**config.mk**
```make
export PLATFORM = sky130hd
export DESIGN_NAME = base64_stream_codec_flat
export DESIGN_NICKNAME = d
export VERILOG_FILES = /design/src/rtl/core/b64_pkg.sv /design/src/rtl/core/b64_ifs.sv /design/src/rtl/core/b64_front.sv /design/src/rtl/core/b64_queue.sv /design/src/rtl/core/b64_back.sv /design/src/rtl/core/base64_stream_codec.sv /design/src/flat_wrapper.sv
export SDC_FILE = /design/constraint.sdc
export NUM_CORES = 1
export LEC_CHECK = 0
export ABC_CLOCK_PERIOD_IN_PS = 3500
export BUFFER_PORTS_ARGS = -buffer_cell sky130_fd_sc_hd__buf_2
export CAP_MARGIN = 15
export CORE_UTILIZATION = 30
export CTS_CLUSTER_SIZE = 12
export DETAILED_ROUTE_END_ITERATION = 6
export GPL_TIMING_DRIVEN = 0
export PLACE_DENSITY = 0.54
export SETUP_SLACK_MARGIN = 0.15
export SYNTH_ARGS = -nofsm -noshare
export SYNTH_HDL_FRONTEND = slang
export SYNTH_SLANG_ARGS = --single-unit
export TNS_END_PERCENT = 100
```
**constraint.sdc**
```tcl
create_clock -name clk -period 3.5 [get_ports clk]
set_input_delay 0.7 -clock clk [delete_from_list [all_inputs] [get_ports clk]]
set_output_delay 0.7 -clock clk [all_outputs]
set_load 0.02 [all_outputs]
```
**src/rtl/core/b64_pkg.sv**
```systemverilog
// ----------------------------------------------------------------------------
// Base64 codec package
// Shared job type, pad character constant and alphabet mapping functions.
// ----------------------------------------------------------------------------
package b64_pkg;

	localparam logic [7:0] PAD_CHAR = 8'h3D;

	typedef struct packed {
		logic        dec;
		logic [23:0] word;
		logic [2:0]  nres;
		logic [2:0]  nreal;
		logic        last;
	} job_t;

	function automatic logic [7:0] sextet_char(input logic [5:0] s);
		logic [7:0] c;
		if (s < 6'd26)
			c = 8'h41 + {2'b00, s};
		else if (s < 6'd52)
			c = 8'h61 + {2'b00, s - 6'd26};
		else if (s < 6'd62)
			c = 8'h30 + {2'b00, s - 6'd52};
		else if (s == 6'd62)
			c = 8'h2B;
		else
			c = 8'h2F;
		return c;
	endfunction

	// bit 6 set marks pad or a character outside the alphabet
	function automatic logic [6:0] char_sextet(input logic [7:0] c);
		logic [6:0] s;
		if (c >= 8'h41 && c <= 8'h5A)
			s = 7'(c - 8'h41);
		else if (c >= 8'h61 && c <= 8'h7A)
			s = 7'(c - 8'h61 + 8'd26);
		else if (c >= 8'h30 && c <= 8'h39)
			s = 7'(c - 8'h30 + 8'd52);
		else if (c == 8'h2B)
			s = 7'd62;
		else if (c == 8'h2F)
			s = 7'd63;
		else
			s = 7'd64;
		return s;
	endfunction

endpackage

```
**src/rtl/core/b64_ifs.sv**
```systemverilog
// ----------------------------------------------------------------------------
// Base64 codec channel interfaces
// Valid/ready request channels for input items and result items.
// ----------------------------------------------------------------------------
interface b64_in_if;
	logic       valid;
	logic       ready;
	logic [7:0] in_byte;
	logic       in_last;

	modport source (output valid, output in_byte, output in_last, input ready);
	modport sink   (input valid, input in_byte, input in_last, output ready);
endinterface

interface b64_out_if;
	logic       valid;
	logic       ready;
	logic [7:0] out_byte;
	logic       out_valid;
	logic       out_last;

	modport source (output valid, output out_byte, output out_valid, output out_last,
		input ready);
	modport sink   (input valid, input out_byte, input out_valid, input out_last,
		output ready);
endinterface

```
**src/rtl/core/b64_front.sv**
```systemverilog
// ----------------------------------------------------------------------------
// Base64 front end
// Accepts requests, tracks the pending group and builds a job when a group completes or a request is last.
// ----------------------------------------------------------------------------
module b64_front (
	input  logic           clk,
	input  logic           arst_n,
	input  logic           cfg_we,
	input  logic           cfg_wdata,
	input  logic           in_valid,
	output logic           in_ready,
	input  logic [7:0]     in_byte,
	input  logic           in_last,
	input  logic           q_full,
	output logic           push,
	output b64_pkg::job_t  job
);

	logic        direction_q;
	logic [17:0] bits_q;
	logic [1:0]  cnt_q;
	logic        halted_q;

	logic        accept;
	logic [17:0] nbits;
	logic [1:0]  ncnt;
	logic        nhalt;
	logic [6:0]  sx;

	assign in_ready = !q_full;
	assign accept   = in_valid && in_ready;
	assign sx       = b64_pkg::char_sextet(in_byte);

	always_comb begin
		job       = '0;
		job.dec   = direction_q;
		job.last  = in_last;
		nbits     = bits_q;
		ncnt      = cnt_q;
		nhalt     = halted_q;
		if (!direction_q) begin
			if (cnt_q >= 2'd2) begin
				job.word  = {bits_q[15:0], in_byte};
				job.nres  = 3'd4;
				job.nreal = 3'd4;
				nbits     = '0;
				ncnt      = 2'd0;
			end else begin
				nbits = {bits_q[9:0], in_byte};
				ncnt  = cnt_q + 2'd1;
				if (in_last) begin
					job.nres = 3'd4;
					if (cnt_q == 2'd0) begin
						job.word  = {in_byte, 16'h0000};
						job.nreal = 3'd2;
					end else begin
						job.word  = {bits_q[7:0], in_byte, 8'h00};
						job.nreal = 3'd3;
					end
				end
			end
		end else begin
			if (!halted_q) begin
				if (sx[6]) begin
					nhalt = 1'b1;
				end else if (cnt_q == 2'd3) begin
					job.word = {bits_q, sx[5:0]};
					job.nres = 3'd3;
					nbits    = '0;
					ncnt     = 2'd0;
				end else begin
					nbits = {bits_q[11:0], sx[5:0]};
					ncnt  = cnt_q + 2'd1;
				end
			end
			if (in_last) begin
				if (ncnt == 2'd2) begin
					job.word = {nbits[11:0], 12'h000};
					job.nres = 3'd1;
				end else if (ncnt == 2'd3) begin
					job.word = {nbits, 6'h00};
					job.nres = 3'd2;
				end
			end
		end
	end

	assign push = accept && ((job.nres != 3'd0) || in_last);

	always_ff @(posedge clk or negedge arst_n) begin
		if (!arst_n) begin
			direction_q <= 1'b0;
			bits_q      <= '0;
			cnt_q       <= 2'd0;
			halted_q    <= 1'b0;
		end else if (cfg_we) begin
			direction_q <= cfg_wdata;
			bits_q      <= '0;
			cnt_q       <= 2'd0;
			halted_q    <= 1'b0;
		end else if (accept) begin
			if (in_last) begin
				bits_q   <= '0;
				cnt_q    <= 2'd0;
				halted_q <= 1'b0;
			end else begin
				bits_q   <= nbits;
				cnt_q    <= ncnt;
				halted_q <= nhalt;
			end
		end
	end

endmodule

```
**src/rtl/core/b64_queue.sv**
```systemverilog
// ----------------------------------------------------------------------------
// Base64 job queue
// Small first-in first-out buffer of jobs between front and back ends.
// ----------------------------------------------------------------------------
module b64_queue #(
	parameter int DEPTH = 4
) (
	input  logic           clk,
	input  logic           arst_n,
	input  logic           push,
	input  b64_pkg::job_t  push_job,
	input  logic           pop,
	output b64_pkg::job_t  head,
	output logic           empty,
	output logic           full
);

	localparam int PTR_W = (DEPTH > 1) ? $clog2(DEPTH) : 1;
	localparam int CNT_W = $clog2(DEPTH + 1);

	b64_pkg::job_t    mem_q [DEPTH];
	logic [PTR_W-1:0] wr_ptr_q;
	logic [PTR_W-1:0] rd_ptr_q;
	logic [CNT_W-1:0] count_q;
	logic             do_push;
	logic             do_pop;

	assign empty   = (count_q == '0);
	assign full    = (count_q == CNT_W'(DEPTH));
	assign head    = mem_q[rd_ptr_q];
	assign do_push = push && !full;
	assign do_pop  = pop && !empty;

	always_ff @(posedge clk) begin
		if (do_push)
			mem_q[wr_ptr_q] <= push_job;
	end

	always_ff @(posedge clk or negedge arst_n) begin
		if (!arst_n) begin
			wr_ptr_q <= '0;
			rd_ptr_q <= '0;
			count_q  <= '0;
		end else begin
			if (do_push)
				wr_ptr_q <= (wr_ptr_q == PTR_W'(DEPTH - 1)) ? '0 : wr_ptr_q + 1'b1;
			if (do_pop)
				rd_ptr_q <= (rd_ptr_q == PTR_W'(DEPTH - 1)) ? '0 : rd_ptr_q + 1'b1;
			if (do_push && !do_pop)
				count_q <= count_q + 1'b1;
			else if (do_pop && !do_push)
				count_q <= count_q - 1'b1;
		end
	end

endmodule

```
**src/rtl/core/b64_back.sv**
```systemverilog
// ----------------------------------------------------------------------------
// Base64 back end
// Walks the head job one result per cycle, while the output is not stalled, into a registered output stage.
// ----------------------------------------------------------------------------
module b64_back (
	input  logic           clk,
	input  logic           arst_n,
	input  b64_pkg::job_t  head,
	input  logic           empty,
	output logic           pop,
	output logic           res_valid,
	input  logic           res_ready,
	output logic [7:0]     res_byte,
	output logic           res_data,
	output logic           res_last
);

	logic [1:0] idx_q;
	logic       valid_q;
	logic [7:0] byte_q;
	logic       data_q;
	logic       last_q;

	logic       load;
	logic       final_res;
	logic [5:0] sext;
	logic [7:0] nbyte;
	logic       ndata;

	assign load      = !empty && (!valid_q || res_ready);
	assign final_res = (head.nres == 3'd0) || (({1'b0, idx_q} + 3'd1) == head.nres);
	assign pop       = load && final_res;

	always_comb begin
		case (idx_q)
			2'd0:    sext = head.word[23:18];
			2'd1:    sext = head.word[17:12];
			2'd2:    sext = head.word[11:6];
			default: sext = head.word[5:0];
		endcase
		ndata = 1'b1;
		if (head.nres == 3'd0) begin
			nbyte = 8'h00;
			ndata = 1'b0;
		end else if (head.dec) begin
			case (idx_q)
				2'd0:    nbyte = head.word[23:16];
				2'd1:    nbyte = head.word[15:8];
				default: nbyte = head.word[7:0];
			endcase
		end else if ({1'b0, idx_q} < head.nreal) begin
			nbyte = b64_pkg::sextet_char(sext);
		end else begin
			nbyte = b64_pkg::PAD_CHAR;
		end
	end

	always_ff @(posedge clk or negedge arst_n) begin
		if (!arst_n) begin
			idx_q   <= 2'd0;
			valid_q <= 1'b0;
		end else begin
			if (load) begin
				valid_q <= 1'b1;
				idx_q   <= final_res ? 2'd0 : idx_q + 2'd1;
			end else if (res_ready) begin
				valid_q <= 1'b0;
			end
		end
	end

	always_ff @(posedge clk) begin
		if (load) begin
			byte_q <= nbyte;
			data_q <= ndata;
			last_q <= head.last && final_res;
		end
	end

	assign res_valid = valid_q;
	assign res_byte  = byte_q;
	assign res_data  = data_q;
	assign res_last  = last_q;

endmodule

```
**src/rtl/core/base64_stream_codec.sv**
```systemverilog
// ----------------------------------------------------------------------------
// Base64 stream codec, top level
// A request's first result is registered in the job queue and then in the output register.
// Throughput: one request per cycle in while the job queue has room; one result per cycle out of the output register.
// Encoding gives four results per three requests, so input is held back by the output
// once the job queue fills; decoding takes one character per cycle while the queue has room.
// Reset clears the group state, the job queue and the output stage; direction is encode.
// ----------------------------------------------------------------------------
module base64_stream_codec #(
	parameter int QUEUE_DEPTH = 4
) (
	input  logic        clk,
	input  logic        arst_n,
	input  logic        cfg_we,
	input  logic        cfg_wdata,
	b64_in_if.sink      feed,
	b64_out_if.source   result
);

	b64_pkg::job_t push_job;
	b64_pkg::job_t head;
	logic          push;
	logic          pop;
	logic          q_empty;
	logic          q_full;

	b64_front u_front (
		.clk       (clk),
		.arst_n    (arst_n),
		.cfg_we    (cfg_we),
		.cfg_wdata (cfg_wdata),
		.in_valid  (feed.valid),
		.in_ready  (feed.ready),
		.in_byte   (feed.in_byte),
		.in_last   (feed.in_last),
		.q_full    (q_full),
		.push      (push),
		.job       (push_job)
	);

	b64_queue #(
		.DEPTH (QUEUE_DEPTH)
	) u_queue (
		.clk      (clk),
		.arst_n   (arst_n),
		.push     (push),
		.push_job (push_job),
		.pop      (pop),
		.head     (head),
		.empty    (q_empty),
		.full     (q_full)
	);

	b64_back u_back (
		.clk       (clk),
		.arst_n    (arst_n),
		.head      (head),
		.empty     (q_empty),
		.pop       (pop),
		.res_valid (result.valid),
		.res_ready (result.ready),
		.res_byte  (result.out_byte),
		.res_data  (result.out_valid),
		.res_last  (result.out_last)
	);

	a_marker_last: assert property (@(posedge clk) disable iff (!arst_n)
		result.valid && !result.out_valid |-> result.out_last)
		else $error("end marker without last flag");

	a_marker_zero: assert property (@(posedge clk) disable iff (!arst_n)
		result.valid && !result.out_valid |-> result.out_byte == 8'h00)
		else $error("end marker carries a non-zero byte");

	a_pop_needs_job: assert property (@(posedge clk) disable iff (!arst_n)
		pop |-> !q_empty)
		else $error("job popped from an empty queue");

	a_push_room: assert property (@(posedge clk) disable iff (!arst_n)
		push |-> !q_full)
		else $error("job pushed into a full queue");

endmodule

```
**src/flat_wrapper.sv**
```systemverilog
// flat-port wrapper written by rule: the top's interface ports become plain ports
module base64_stream_codec_flat 
#(
	parameter int QUEUE_DEPTH = 4
)
  (clk, arst_n, cfg_we, cfg_wdata, feed_valid, feed_in_byte, feed_in_last, feed_ready, result_valid, result_out_byte, result_out_valid, result_out_last, result_ready);
  b64_in_if feed_i ();
  b64_out_if result_i ();
  input  logic clk;
  input  logic arst_n;
  input  logic cfg_we;
  input  logic cfg_wdata;
  input wire logic [$bits(feed_i.valid)-1:0] feed_valid;
  input wire logic [$bits(feed_i.in_byte)-1:0] feed_in_byte;
  input wire logic [$bits(feed_i.in_last)-1:0] feed_in_last;
  output wire logic [$bits(feed_i.ready)-1:0] feed_ready;
  output wire logic [$bits(result_i.valid)-1:0] result_valid;
  output wire logic [$bits(result_i.out_byte)-1:0] result_out_byte;
  output wire logic [$bits(result_i.out_valid)-1:0] result_out_valid;
  output wire logic [$bits(result_i.out_last)-1:0] result_out_last;
  input wire logic [$bits(result_i.ready)-1:0] result_ready;
  assign feed_i.valid = feed_valid;
  assign feed_i.in_byte = feed_in_byte;
  assign feed_i.in_last = feed_in_last;
  assign feed_ready = feed_i.ready;
  assign result_valid = result_i.valid;
  assign result_out_byte = result_i.out_byte;
  assign result_out_valid = result_i.out_valid;
  assign result_out_last = result_i.out_last;
  assign result_i.ready = result_ready;
  base64_stream_codec #(.QUEUE_DEPTH(QUEUE_DEPTH)) u_core (.clk(clk), .arst_n(arst_n), .cfg_we(cfg_we), .cfg_wdata(cfg_wdata), .feed(feed_i), .result(result_i));
endmodule
```
==> flow_results.org, run 1 <==
** Status
- Result of the run :: complete, no violations

** Route
- In the routed layout, each cell is associated on average with a via count of 5.51.
- Number of design rule violations left after detail routing :: 0
- Routed len/inst :: 20.7 um
- Wires add up to 27.3 mm.
- Remaining antenna violation count after routing :: 0
- For this run, the detailed router's first-pass iteration total came to 6.
- In this run, the number of DRC markers left after iteration 0 of detailed routing was 872.
- Count of vias placed by the detailed router :: 7,272

** Yosys
- For this run, asynchronously set or reset flops after synthesis account for 0.188.
- Distinct cell type count after synthesis :: 83
- Most used standard cells in the synthesized netlist :: edfxtp_1, nand2_1, a21oi_1, o21ai_0, nor2_1
- In the synthesized netlist, the number of instances is 814.
- Counting every net in the synthesized netlist gives 866.
- The share of synthesized area in the top cell type comes to 0.434.
- Sequential cell area fraction in the yosys report :: 0.518
- The average instance in the mapped netlist occupies 11.7 um^2.
- In this run, synthesis inferred 138 flip-flops with an integrated enable.
- Most used DFF post-synth :: edfxtp_1
- Dominant cell type by area after synthesis :: edfxtp_1
- During synthesis, Yosys emitted a total of 0 warnings.
- Ranked by total cell area, the synthesized netlist is headed by edfxtp_1, dfrtp_1, mux4_2.
- After synthesis the netlist holds a flip-flop and latch count of 170.
- Total standard cell area after synthesis :: 9550 um^2
- In the post-synthesis netlist, the cell with the most instances is edfxtp_1.

** Placement
- Hpwl dp :: 18.4 mm
- After detailed placement, the design holds a cell count of 1,237.
- Final RePlAce weighted congestion :: 0.919
- Input and output buffers added on the ports amount to 26.
- In this run the cell area measured after placement is 10,300 um^2.
- OpenSTA, run right after detailed placement, puts the worst setup slack at -0.964 ns.

** Timing
- Final cycle utilization of the critical path :: 0.953
- Final Slew Violations :: 0
- Headroom to the max-slew limit came out at 0.354.
- Derived from the worst setup path, the maximum achievable clock frequency is 0.300 GHz.
- For the pin with the worst max-slew slack, the measured transition is 0.962 ns.
- The clock arrives with 0.0211 ns of skew.
- Worst Setup Slack, final :: 0.165 ns
- Total Neg Setup Slack :: 0 ns
- Across all hold checks on the routed design, the worst slack comes to 0.363 ns.
- Hold violation count in the final report :: 0
- Setup violations remaining at the end of the flow were counted as 0.
- Setup repair after global routing could not meet its margin everywhere.
- The clock period could shrink to 3.33 ns.

** Clocking
- CTS placed an instance of clkbuf_16 at the clock tree root.
- Maximum clock insertion buffer count :: 2
- Clock insertion delay at the later pin of the skew report :: 0.44 ns
- Deepest level of the CTS H-tree :: 4
- Number of buffers created by CTS :: 17
- TritonCTS built the clock tree.
- Clk slew on worst S/H paths :: 0.08 ns
- Counting every sink on the clock net gives 170.

** Critical path
- The worst setup path is captured at a flip-flop.
- Worst Path Arrival :: 3.63 ns
- In this run the register-to-register setup slack is 0.17 ns.
- STA classifies the critical path startpoint as a flip-flop.
- In this run the critical register-to-register path is launched from u_core.u_queue.rd_ptr_q[0].
- Along the worst path, the maximum fanout reaches 5.
- Traced cell by cell, the critical path runs through buf_6, buf_12, buf_12, buf_12, mux4_2, nand2_1, a31oi_1, a21o_2, inv_4, ha_4, a2111o_1, inv_2, a211oi_1, or3b_1, a21oi_2.
- In this design, the stage delay of the slowest critical-path cell is 0.43 ns.
- Worst setup path class :: flip-flop to flip-flop
- In this design, the critical path's most frequently occurring cell is buf_12.
- The worst register-to-register path ends at u_core.u_back.res_byte[5].
- STA puts the critical path data required time at 3.79 ns.
- For this design, the slowest cell found on the critical path is a2111o_1.
- The number of cells on the worst reg-to-reg path is 15.

** Power and ir drop
- Internal power comes to 6.09 mW.
- Part of the power in registers :: 0.275
- P_sw :: 3.91 mW
- In this run the power density over the cells is 849 nW/um^2.
- Clk pwr share :: 0.199
- Maximum ir drop on the vdd rail :: 385 uV
- Switching Fraction :: 0.391
- In this run the static leakage power is 4.35 nW.
- The share of total power dissipated in combinational logic is 0.527.
- Total power for the finished layout comes to 10.0 mW.

** Layout
- The number of antenna diodes in the final layout is 0.
- Cell Count, Final, Fillers Out :: 1,320
- For this run, the share of the core covered by cells in the final layout is 0.381.
- Layout-stage area growth over the synthesis result :: 23.4%
- Area of all placed cells without fillers :: 11,800 um^2
- Share of final-layout standard cells stronger than drive strength 1 :: 0.279
- The layout has 3,006 filler cells.
- Number of nets in the finished design :: 963

** GRT
- The number of antenna violations at the first check in global routing came to 0.
- Wire length of the first global-routing pass :: 40.9 mm
- Entering global routing, the biggest net connects 33 pins.
- Overall track demand over capacity in global routing :: 0.163
- After global routing, the most crowded layer is met2.
- Met3 demand-to-capacity share in global routing :: 0.0285
- Met2 track demand over resource :: 0.264
- Global routing usage on met1 :: 0.220
- Summed over all layers, the global routing overflow is 0.
- The via count of the first global-routing pass is 6,953.

** Die
- Placeable core area :: 30,900 um^2
- For this design the top-level I/O count stands at 27.
- For this configuration, the core starts out at a cell density of 0.309.
- Full die area :: 32,500 um^2
- Row generation in the floorplan step produced 64 rows.
- The floorplan step set the die height to 180 um.
- From left edge to right edge, the die measures 180 um.

** Worst hold path
- Hold Path Class :: input port to async pin

** Run
- Max capacitance violation total :: 0
-- timing repair --
action	CTS	global route
endpoints found under the setup margin	218	222
cloned	0	4
gates resized for setup	81	42
pin swaps	14	31
hold buffers	0	0
setup buffers	26	21
-- logic make-up (layout without fill, tap and decap cells) --
family / Yosys count / count (layout) / share of synthesized area
DFF: 170 / 170 / 0.518
and+or+nand+nor: 211 / 215 / 0.106
muxes: 60 / 60 / 0.0957
buffers and inverters: 81 / 187 / 0.0394
AOI/OAI and AO/OA: 239 / 239 / 0.174
adders and majority gates: 37 / 37 / 0.0493
xor gates and xnor gates: 16 / 16 / 0.0170
-- how the worst max path moves through the flow --
stage / startpoint / endpoint / slack (ns) / cells after the start
3_5_place_dp: feed_in_byte[2] / u_core.u_queue.mem_q[0][17] / -0.96 / 12
5_1_grt: u_core.u_queue.rd_ptr_q[0] / u_core.u_back.res_byte[5] / 0.03 / 15
6_report: u_core.u_queue.rd_ptr_q[0] / u_core.u_back.res_byte[5] / 0.17 / 15
4_1_cts: u_core.u_queue.rd_ptr_q[0] / u_core.u_back.res_byte[5] / 0.12 / 15
2_1_floorplan: feed_in_byte[2] / u_core.u_queue.count_q[2] / 0.15 / 16
3_3_place_gp: feed_in_byte[2] / u_core.u_queue.mem_q[0][17] / -0.95 / 12
-- layout by cell type, fill, tap and decap left out, drive strengths merged, types with 4 or more instances in the layout --
master / netlist / final
o21bai: 4 / 4
and2: 13 / 17
nor3: 9 / 9
o221ai: 5 / 5
a221oi: 4 / 4
edfxtp: 138 / 138
a22oi: 16 / 16
a22o: 6 / 6
nand3b: 5 / 5
nor2: 37 / 37
o21ai: 52 / 52
o21a: 6 / 6
nand2: 88 / 88
o311ai: 4 / 4
nor2b: 7 / 7
nand3: 24 / 24
o31ai: 5 / 5
nand4: 4 / 4
a222oi: 10 / 10
a21oi: 49 / 49
mux2i: 26 / 26
and3: 6 / 6
o22ai: 9 / 9
xnor2: 10 / 10
a31oi: 17 / 17
mux2: 11 / 11
o211ai: 7 / 7
mux4: 23 / 23
nand2b: 7 / 7
buf: 22 / 98
dfrtp: 32 / 32
clkbuf: 25 / 40
clkinv: 1 / 4
xor2: 6 / 6
inv: 33 / 41
a21o: 15 / 15
a31o: 4 / 4
ha: 36 / 36
a32oi: 5 / 5
-- worst max-delay path: cells and delay by family, from the launching register on --
kind,cells,cell delay [ns]
AOI/OAI and AO/OA,5,1.00
buffers and inverters,6,0.74
and+or+nand+nor,2,0.47
DFF,1,0.42
muxes,1,0.38
adders and majority gates,1,0.17
-- sequential cells by signal, indices dropped and copies added, names as in the netlist, 2 cells and up --
| register | count |
|---|---|
| u_core.u_front.cnt_q | 2 |
| u_core.u_queue.rd_ptr_q | 2 |
| u_core.u_queue.wr_ptr_q | 2 |
| u_core.u_back.res_byte | 8 |
| u_core.u_queue.mem_q | 128 |
| u_core.u_queue.count_q | 3 |
| u_core.u_front.bits_q | 18 |
| u_core.u_back.idx_q | 2 |
-- per-layer routing --
layer  vias up  wire length, um
met1      3584            12300
li1       3341                -
met4         0              712
met2       291            12700
met3        56             1570
met5         -                0
-- power by group through the flow --
| stage | sequential (mW) | combinational (mW) | clock [mW] |
|---|---|---|---|
| 6_report | 2.75 | 5.27 | 1.99 |
| 5_1_grt | 2.78 | 5.66 | 2.09 |
| 4_1_cts | 2.75 | 4.88 | 2.01 |
| 3_5_place_dp | 2.80 | 4.17 | 0 |
| 3_3_place_gp | 2.79 | 4.15 | 0 |
| 2_1_floorplan | 2.83 | 3.06 | 0 |
-- layout make-up --
| type | instances | area, um^2 | area share |
|---|---|---|---|
| repair buffers | 74 | 510 | 0.0433 |
| well taps | 396 | 495 | 0.0421 |
| clock buffers | 17 | 425 | 0.0361 |
| flip-flops and latches | 170 | 4950 | 0.420 |
| clock inverters | 15 | 199 | 0.0169 |
| multi-input cells | 567 | 4720 | 0.401 |
| plain buffers | 47 | 349 | 0.0296 |
| inverters | 34 | 135 | 0.0115 |
Power figures use the tool's default switching activity.
==> run 2, diff against run 1 <==
--- a/config.mk
+++ b/config.mk
@@ -5,6 +5,7 @@
 export SDC_FILE = /design/constraint.sdc
 export NUM_CORES = 1
 export LEC_CHECK = 0
+export ABC_AREA = 1
 export ABC_CLOCK_PERIOD_IN_PS = 3500
 export BUFFER_PORTS_ARGS = -buffer_cell sky130_fd_sc_hd__buf_2
 export CAP_MARGIN = 15
==> run 2 against run 1 <==
Sequential power is 2% lower. Clock power is 9% lower. First-iteration DRC count is 20% lower. Non-clock buffer count is 23 lower. Critical endpoint is now u_core.u_queue.mem_q[2][26]. Combinational power is 9.3% lower. Count of clock-buffer cells in the layout is 1 higher. Worst setup slack better by 0.045 ns. Highest routed layer unchanged. Final cell count is 27% higher. Utilization is 2.2 points lower.
==> flow_results.org, run 2 <==
** Yosys
- Yosys printed 0 warnings.
- Net count of the mapped netlist :: 1,207
- The commonest cells after synthesis are nand2_1, edfxtp_1, inv_1.
- Yosys mapped the design onto 49 distinct sky130hd cell types.
- In this run, synthesis produced a sequential element count of 170.
- Post-synthesis async set-or-reset flop share :: 0.188
- Cells after Synth :: 1,155
- Number of synthesized flops with an enable pin :: 138
- Count leader, synth :: nand2_1
- Dominant cell type by area after synthesis :: edfxtp_1
- After synthesis, the mean cell area works out to 8.59 um^2.
- Most used DFF post-synth :: edfxtp_1
- In this run the cell area of the synthesized design comes to 9920 um^2.
- Of the post-synthesis cell area, the dominant cell type holds 0.418.
- Sequential cell area fraction in the yosys report :: 0.499
- After synthesis, the cell types taking the most area are edfxtp_1, nand2_1, dfrtp_1.

** Die
- Die Height :: 184 um
- Initial standard-cell utilization of the core :: 0.305
- Die boundary width :: 184 um
- Number of placement rows :: 66
- The region available for standard cell placement spans 32,500 um^2.
- In this run the count of I/O pins placed on the die edge is 27.
- The die covers 33,800 um^2.

** Layout
- Number of diodes :: 0
- Layout-stage area growth over the synthesis result :: 17.9%
- Cell Count, Final, Fillers Out :: 1,679
- Share of final-layout standard cells stronger than drive strength 1 :: 0.154
- The register with the most flip-flops in the layout has 128 of them.
- In the layout the commonest cells are nand2_1, edfxtp_1, inv_1, nand3_1, nor2_1.
- Number of nets in the finished design :: 1,276
- Leaving out fill and tap cells, the most frequent cell in the layout is nand2_1.
- Largest register by flop count :: u_core.u_queue.mem_q

** Placement
- After detailed placement, the design holds a cell count of 1,625.
- Buffers placed on the I/O ports in this run total 24.
- Hpwl dp :: 21.6 mm
- At the end of routability-driven placement, the weighted congestion stood at 0.958.

** Clocking
- The clock drives 170 sinks.
- Clock-pin slew was measured on the worst setup and hold paths at 0.07 ns.
- Deepest level of the CTS H-tree :: 4
- Clock insertion delay at the later pin of the skew report :: 0.43 ns
- The number of clock buffers added by TritonCTS is 17.
- Clock tree from TritonCTS :: built
- Maximum clock insertion buffer count :: 2
- Master cell of the clock root buffer :: clkbuf_16

** GRT
- In the global route stage, met3 resource usage came out at 0.0333.
- Number of antenna violations at the first check in global routing :: 0
- Largest net degree at the start of global routing :: 33
- Via count of the first global-routing pass :: 7,955
- For met2 alone, demand over resource in global routing was 0.301.
- The total overflow left after global routing is 0.
- Layer with the highest usage :: met2
- The first global-routing pass estimated 46.6 mm of wire.
- Overall track demand over capacity in global routing :: 0.185
- In the global route stage, met1 resource usage came out at 0.246.

** Worst hold path
- The min-delay analysis places its worst path in the category input port to async pin.

** Timing
- The max-slew violation count came to 0.
- Least-Margin Pin Slew :: 0.954 ns
- Final min period :: 3.29 ns
- Hold violation count in the final report :: 0
- Worst slew margin relative to its limit :: 0.362
- FMAX :: 0.304 GHz
- Hold slack :: 0.395 ns
- Clock skew after layout :: 0.0134 ns
- Setup repair after global routing could not meet its margin everywhere.
- Final cycle utilization of the critical path :: 0.940
- Setup violations remaining at the end of the flow were counted as 0.
- Total Neg Setup Slack :: 0 ns

** Route
- The detail route stage leaves a number of antenna-violating nets equal to 0.
- Routed wire length :: 30.4 mm
- After detailed routing, the average wire length per cell comes to 18.1 um.
- The routed layout has 8,380 vias.
- In the routed design, unresolved DRC markers number 0.
- Violation count after the first detailed-routing iteration :: 700
- Total iterations of the first detailed-routing run :: 5
- In the routed layout, each cell is associated on average with a via count of 4.99.

** Critical path
- Startpoint kind of the worst setup timing path :: input port
- Required time worst endpoint :: 3.61 ns
- STA classifies the critical path endpoint as a flip-flop.
- Worst reg2reg setup slack :: 0.27 ns
- Data on the critical path arrives at its endpoint at 3.40 ns.
- Of all nets on the critical path, the largest fanout is 6.
- The number of cells on the worst reg-to-reg path is 9.
- Worst setup path class :: input port to flip-flop
- The most critical setup path has its endpoint at u_core.u_queue.mem_q[2][26].
- Tracing the worst setup path back leads to its startpoint at feed_in_byte[0].
- The startpoint identified for the worst register-to-register timing path is u_core.u_front.cnt_q[0].
- Reg-to-Reg End :: u_core.u_queue.mem_q[0][17]

** Power and ir drop
- For this design the ratio of total power to cell area is 795 nW/um^2.
- The analysis attributes to cell leakage a power of 4.81 nW.
- Maximum ir drop on the vdd rail :: 495 uV

** Run
- Max capacitance violation total :: 0

** Status
- The flow ran to the end, and the final reports show no timing, DRC or antenna violations.
==> run 2: changes by cell type after synthesis, sizes merged, moves of 13 or more <==
cell	before	now
nand3	24	101
nand2	88	319
mux4	23	0
inv	33	124
o21ai	52	95
mux2i	26	0
nor2	37	107
o22ai	9	27
a31oi	17	3
a21oi	49	36
a21o	15	0
==> run 2: per-stage QoR <==
step	utilization	instance area, um^2	setup WS [ns]	total power [mW]
after floorplan	-	9950	-0.0382	5.91
after global placement	0.326	10600	-1.39	7.19
after detailed placement	0.330	10700	-0.651	7.26
after CTS	0.351	11400	0.102	9.12
after global routing	0.359	11700	0.136	10.0
final	0.359	11700	0.210	9.30
==> run 2: final cells by class <==
class / count / area, um^2
multi-input combinational: 811 / 4410
clock inverter: 14 / 136
timing repair buffer: 50 / 390
fill: 3388 / 20800
buffer: 48 / 325
clock buffer: 18 / 429
sequential: 170 / 4950
inverter: 126 / 498
tap: 442 / 553
==> run 2: worst max-delay path, stage by stage <==
cell and delay [ns]:
clkbuf_4 0.17, clkinvlp_4 0.13, buf_4 0.15, ha_4 0.16, o21ai_2 0.14, nand2_2 0.11
nand3b_4 0.12, nand2_4 0.07, nand2_2 0.09, nand3_4 0.10, buf_4 0.15, nand3_1 0.28
inv_1 0.27, a22oi_1 0.32, nand2_1 0.09, nand3_1 0.13, nand2_1 0.22
==> run 2: per-layer routing <==
| metal | wire length (um) | up-vias |
|---|---|---|
| met2 | 14500 | 316 |
| met3 | 1790 | 39 |
| li1 | - | 4040 |
| met1 | 13500 | 3985 |
| met5 | 0 | - |
| met4 | 625 | 0 |
==> run 2: cell families (layout without fill, tap and decap cells) <==
group / Yosys count / after routing / synth area share
AO/OA/AOI/OAI: 206 / 206 / 0.125
flip-flops: 170 / 170 / 0.499
adder cells (fa/ha/maj): 37 / 37 / 0.0474
buffers and inverters: 174 / 256 / 0.0747
XOR/XNOR: 16 / 16 / 0.0141
AND/OR/NAND/NOR: 552 / 552 / 0.240
==> run 2: repair_timing <==
action | 4_1_cts | 5_1_grt
hold buffers | 0 | 0
buffers inserted | 8 | 13
resized for setup | 19 | 50
setup endpoints to repair | 121 | 118
pin swaps | 6 | 7
==> run 2: how the worst min path moves through the flow <==
| stage | to | slack [ns] | cells past startpoint |
|---|---|---|---|
| final | u_core.u_queue.count_q[1] | 0.39 | 1 |
| after global routing | u_core.u_queue.count_q[0] | 0.45 | 1 |
| after CTS | u_core.u_front.direction_q | 0.42 | 1 |
| after detailed placement | u_core.u_queue.wr_ptr_q[1] | 0.53 | 2 |
| after global placement | u_core.u_queue.wr_ptr_q[1] | 0.53 | 2 |
| after floorplan | u_core.u_back.idx_q[0] | 0.40 | 0 |
==> run 2: report_power, final <==
group / leakage (nW) / internal (mW) / total, mW / switching [mW]
Combinational: 2.84 / 1.57 / 4.78 / 3.21
Clock: 0.266 / 0.940 / 1.82 / 0.877
Sequential: 1.70 / 2.59 / 2.70 / 0.114
Total: 4.81 / 5.10 / 9.30 / 4.20
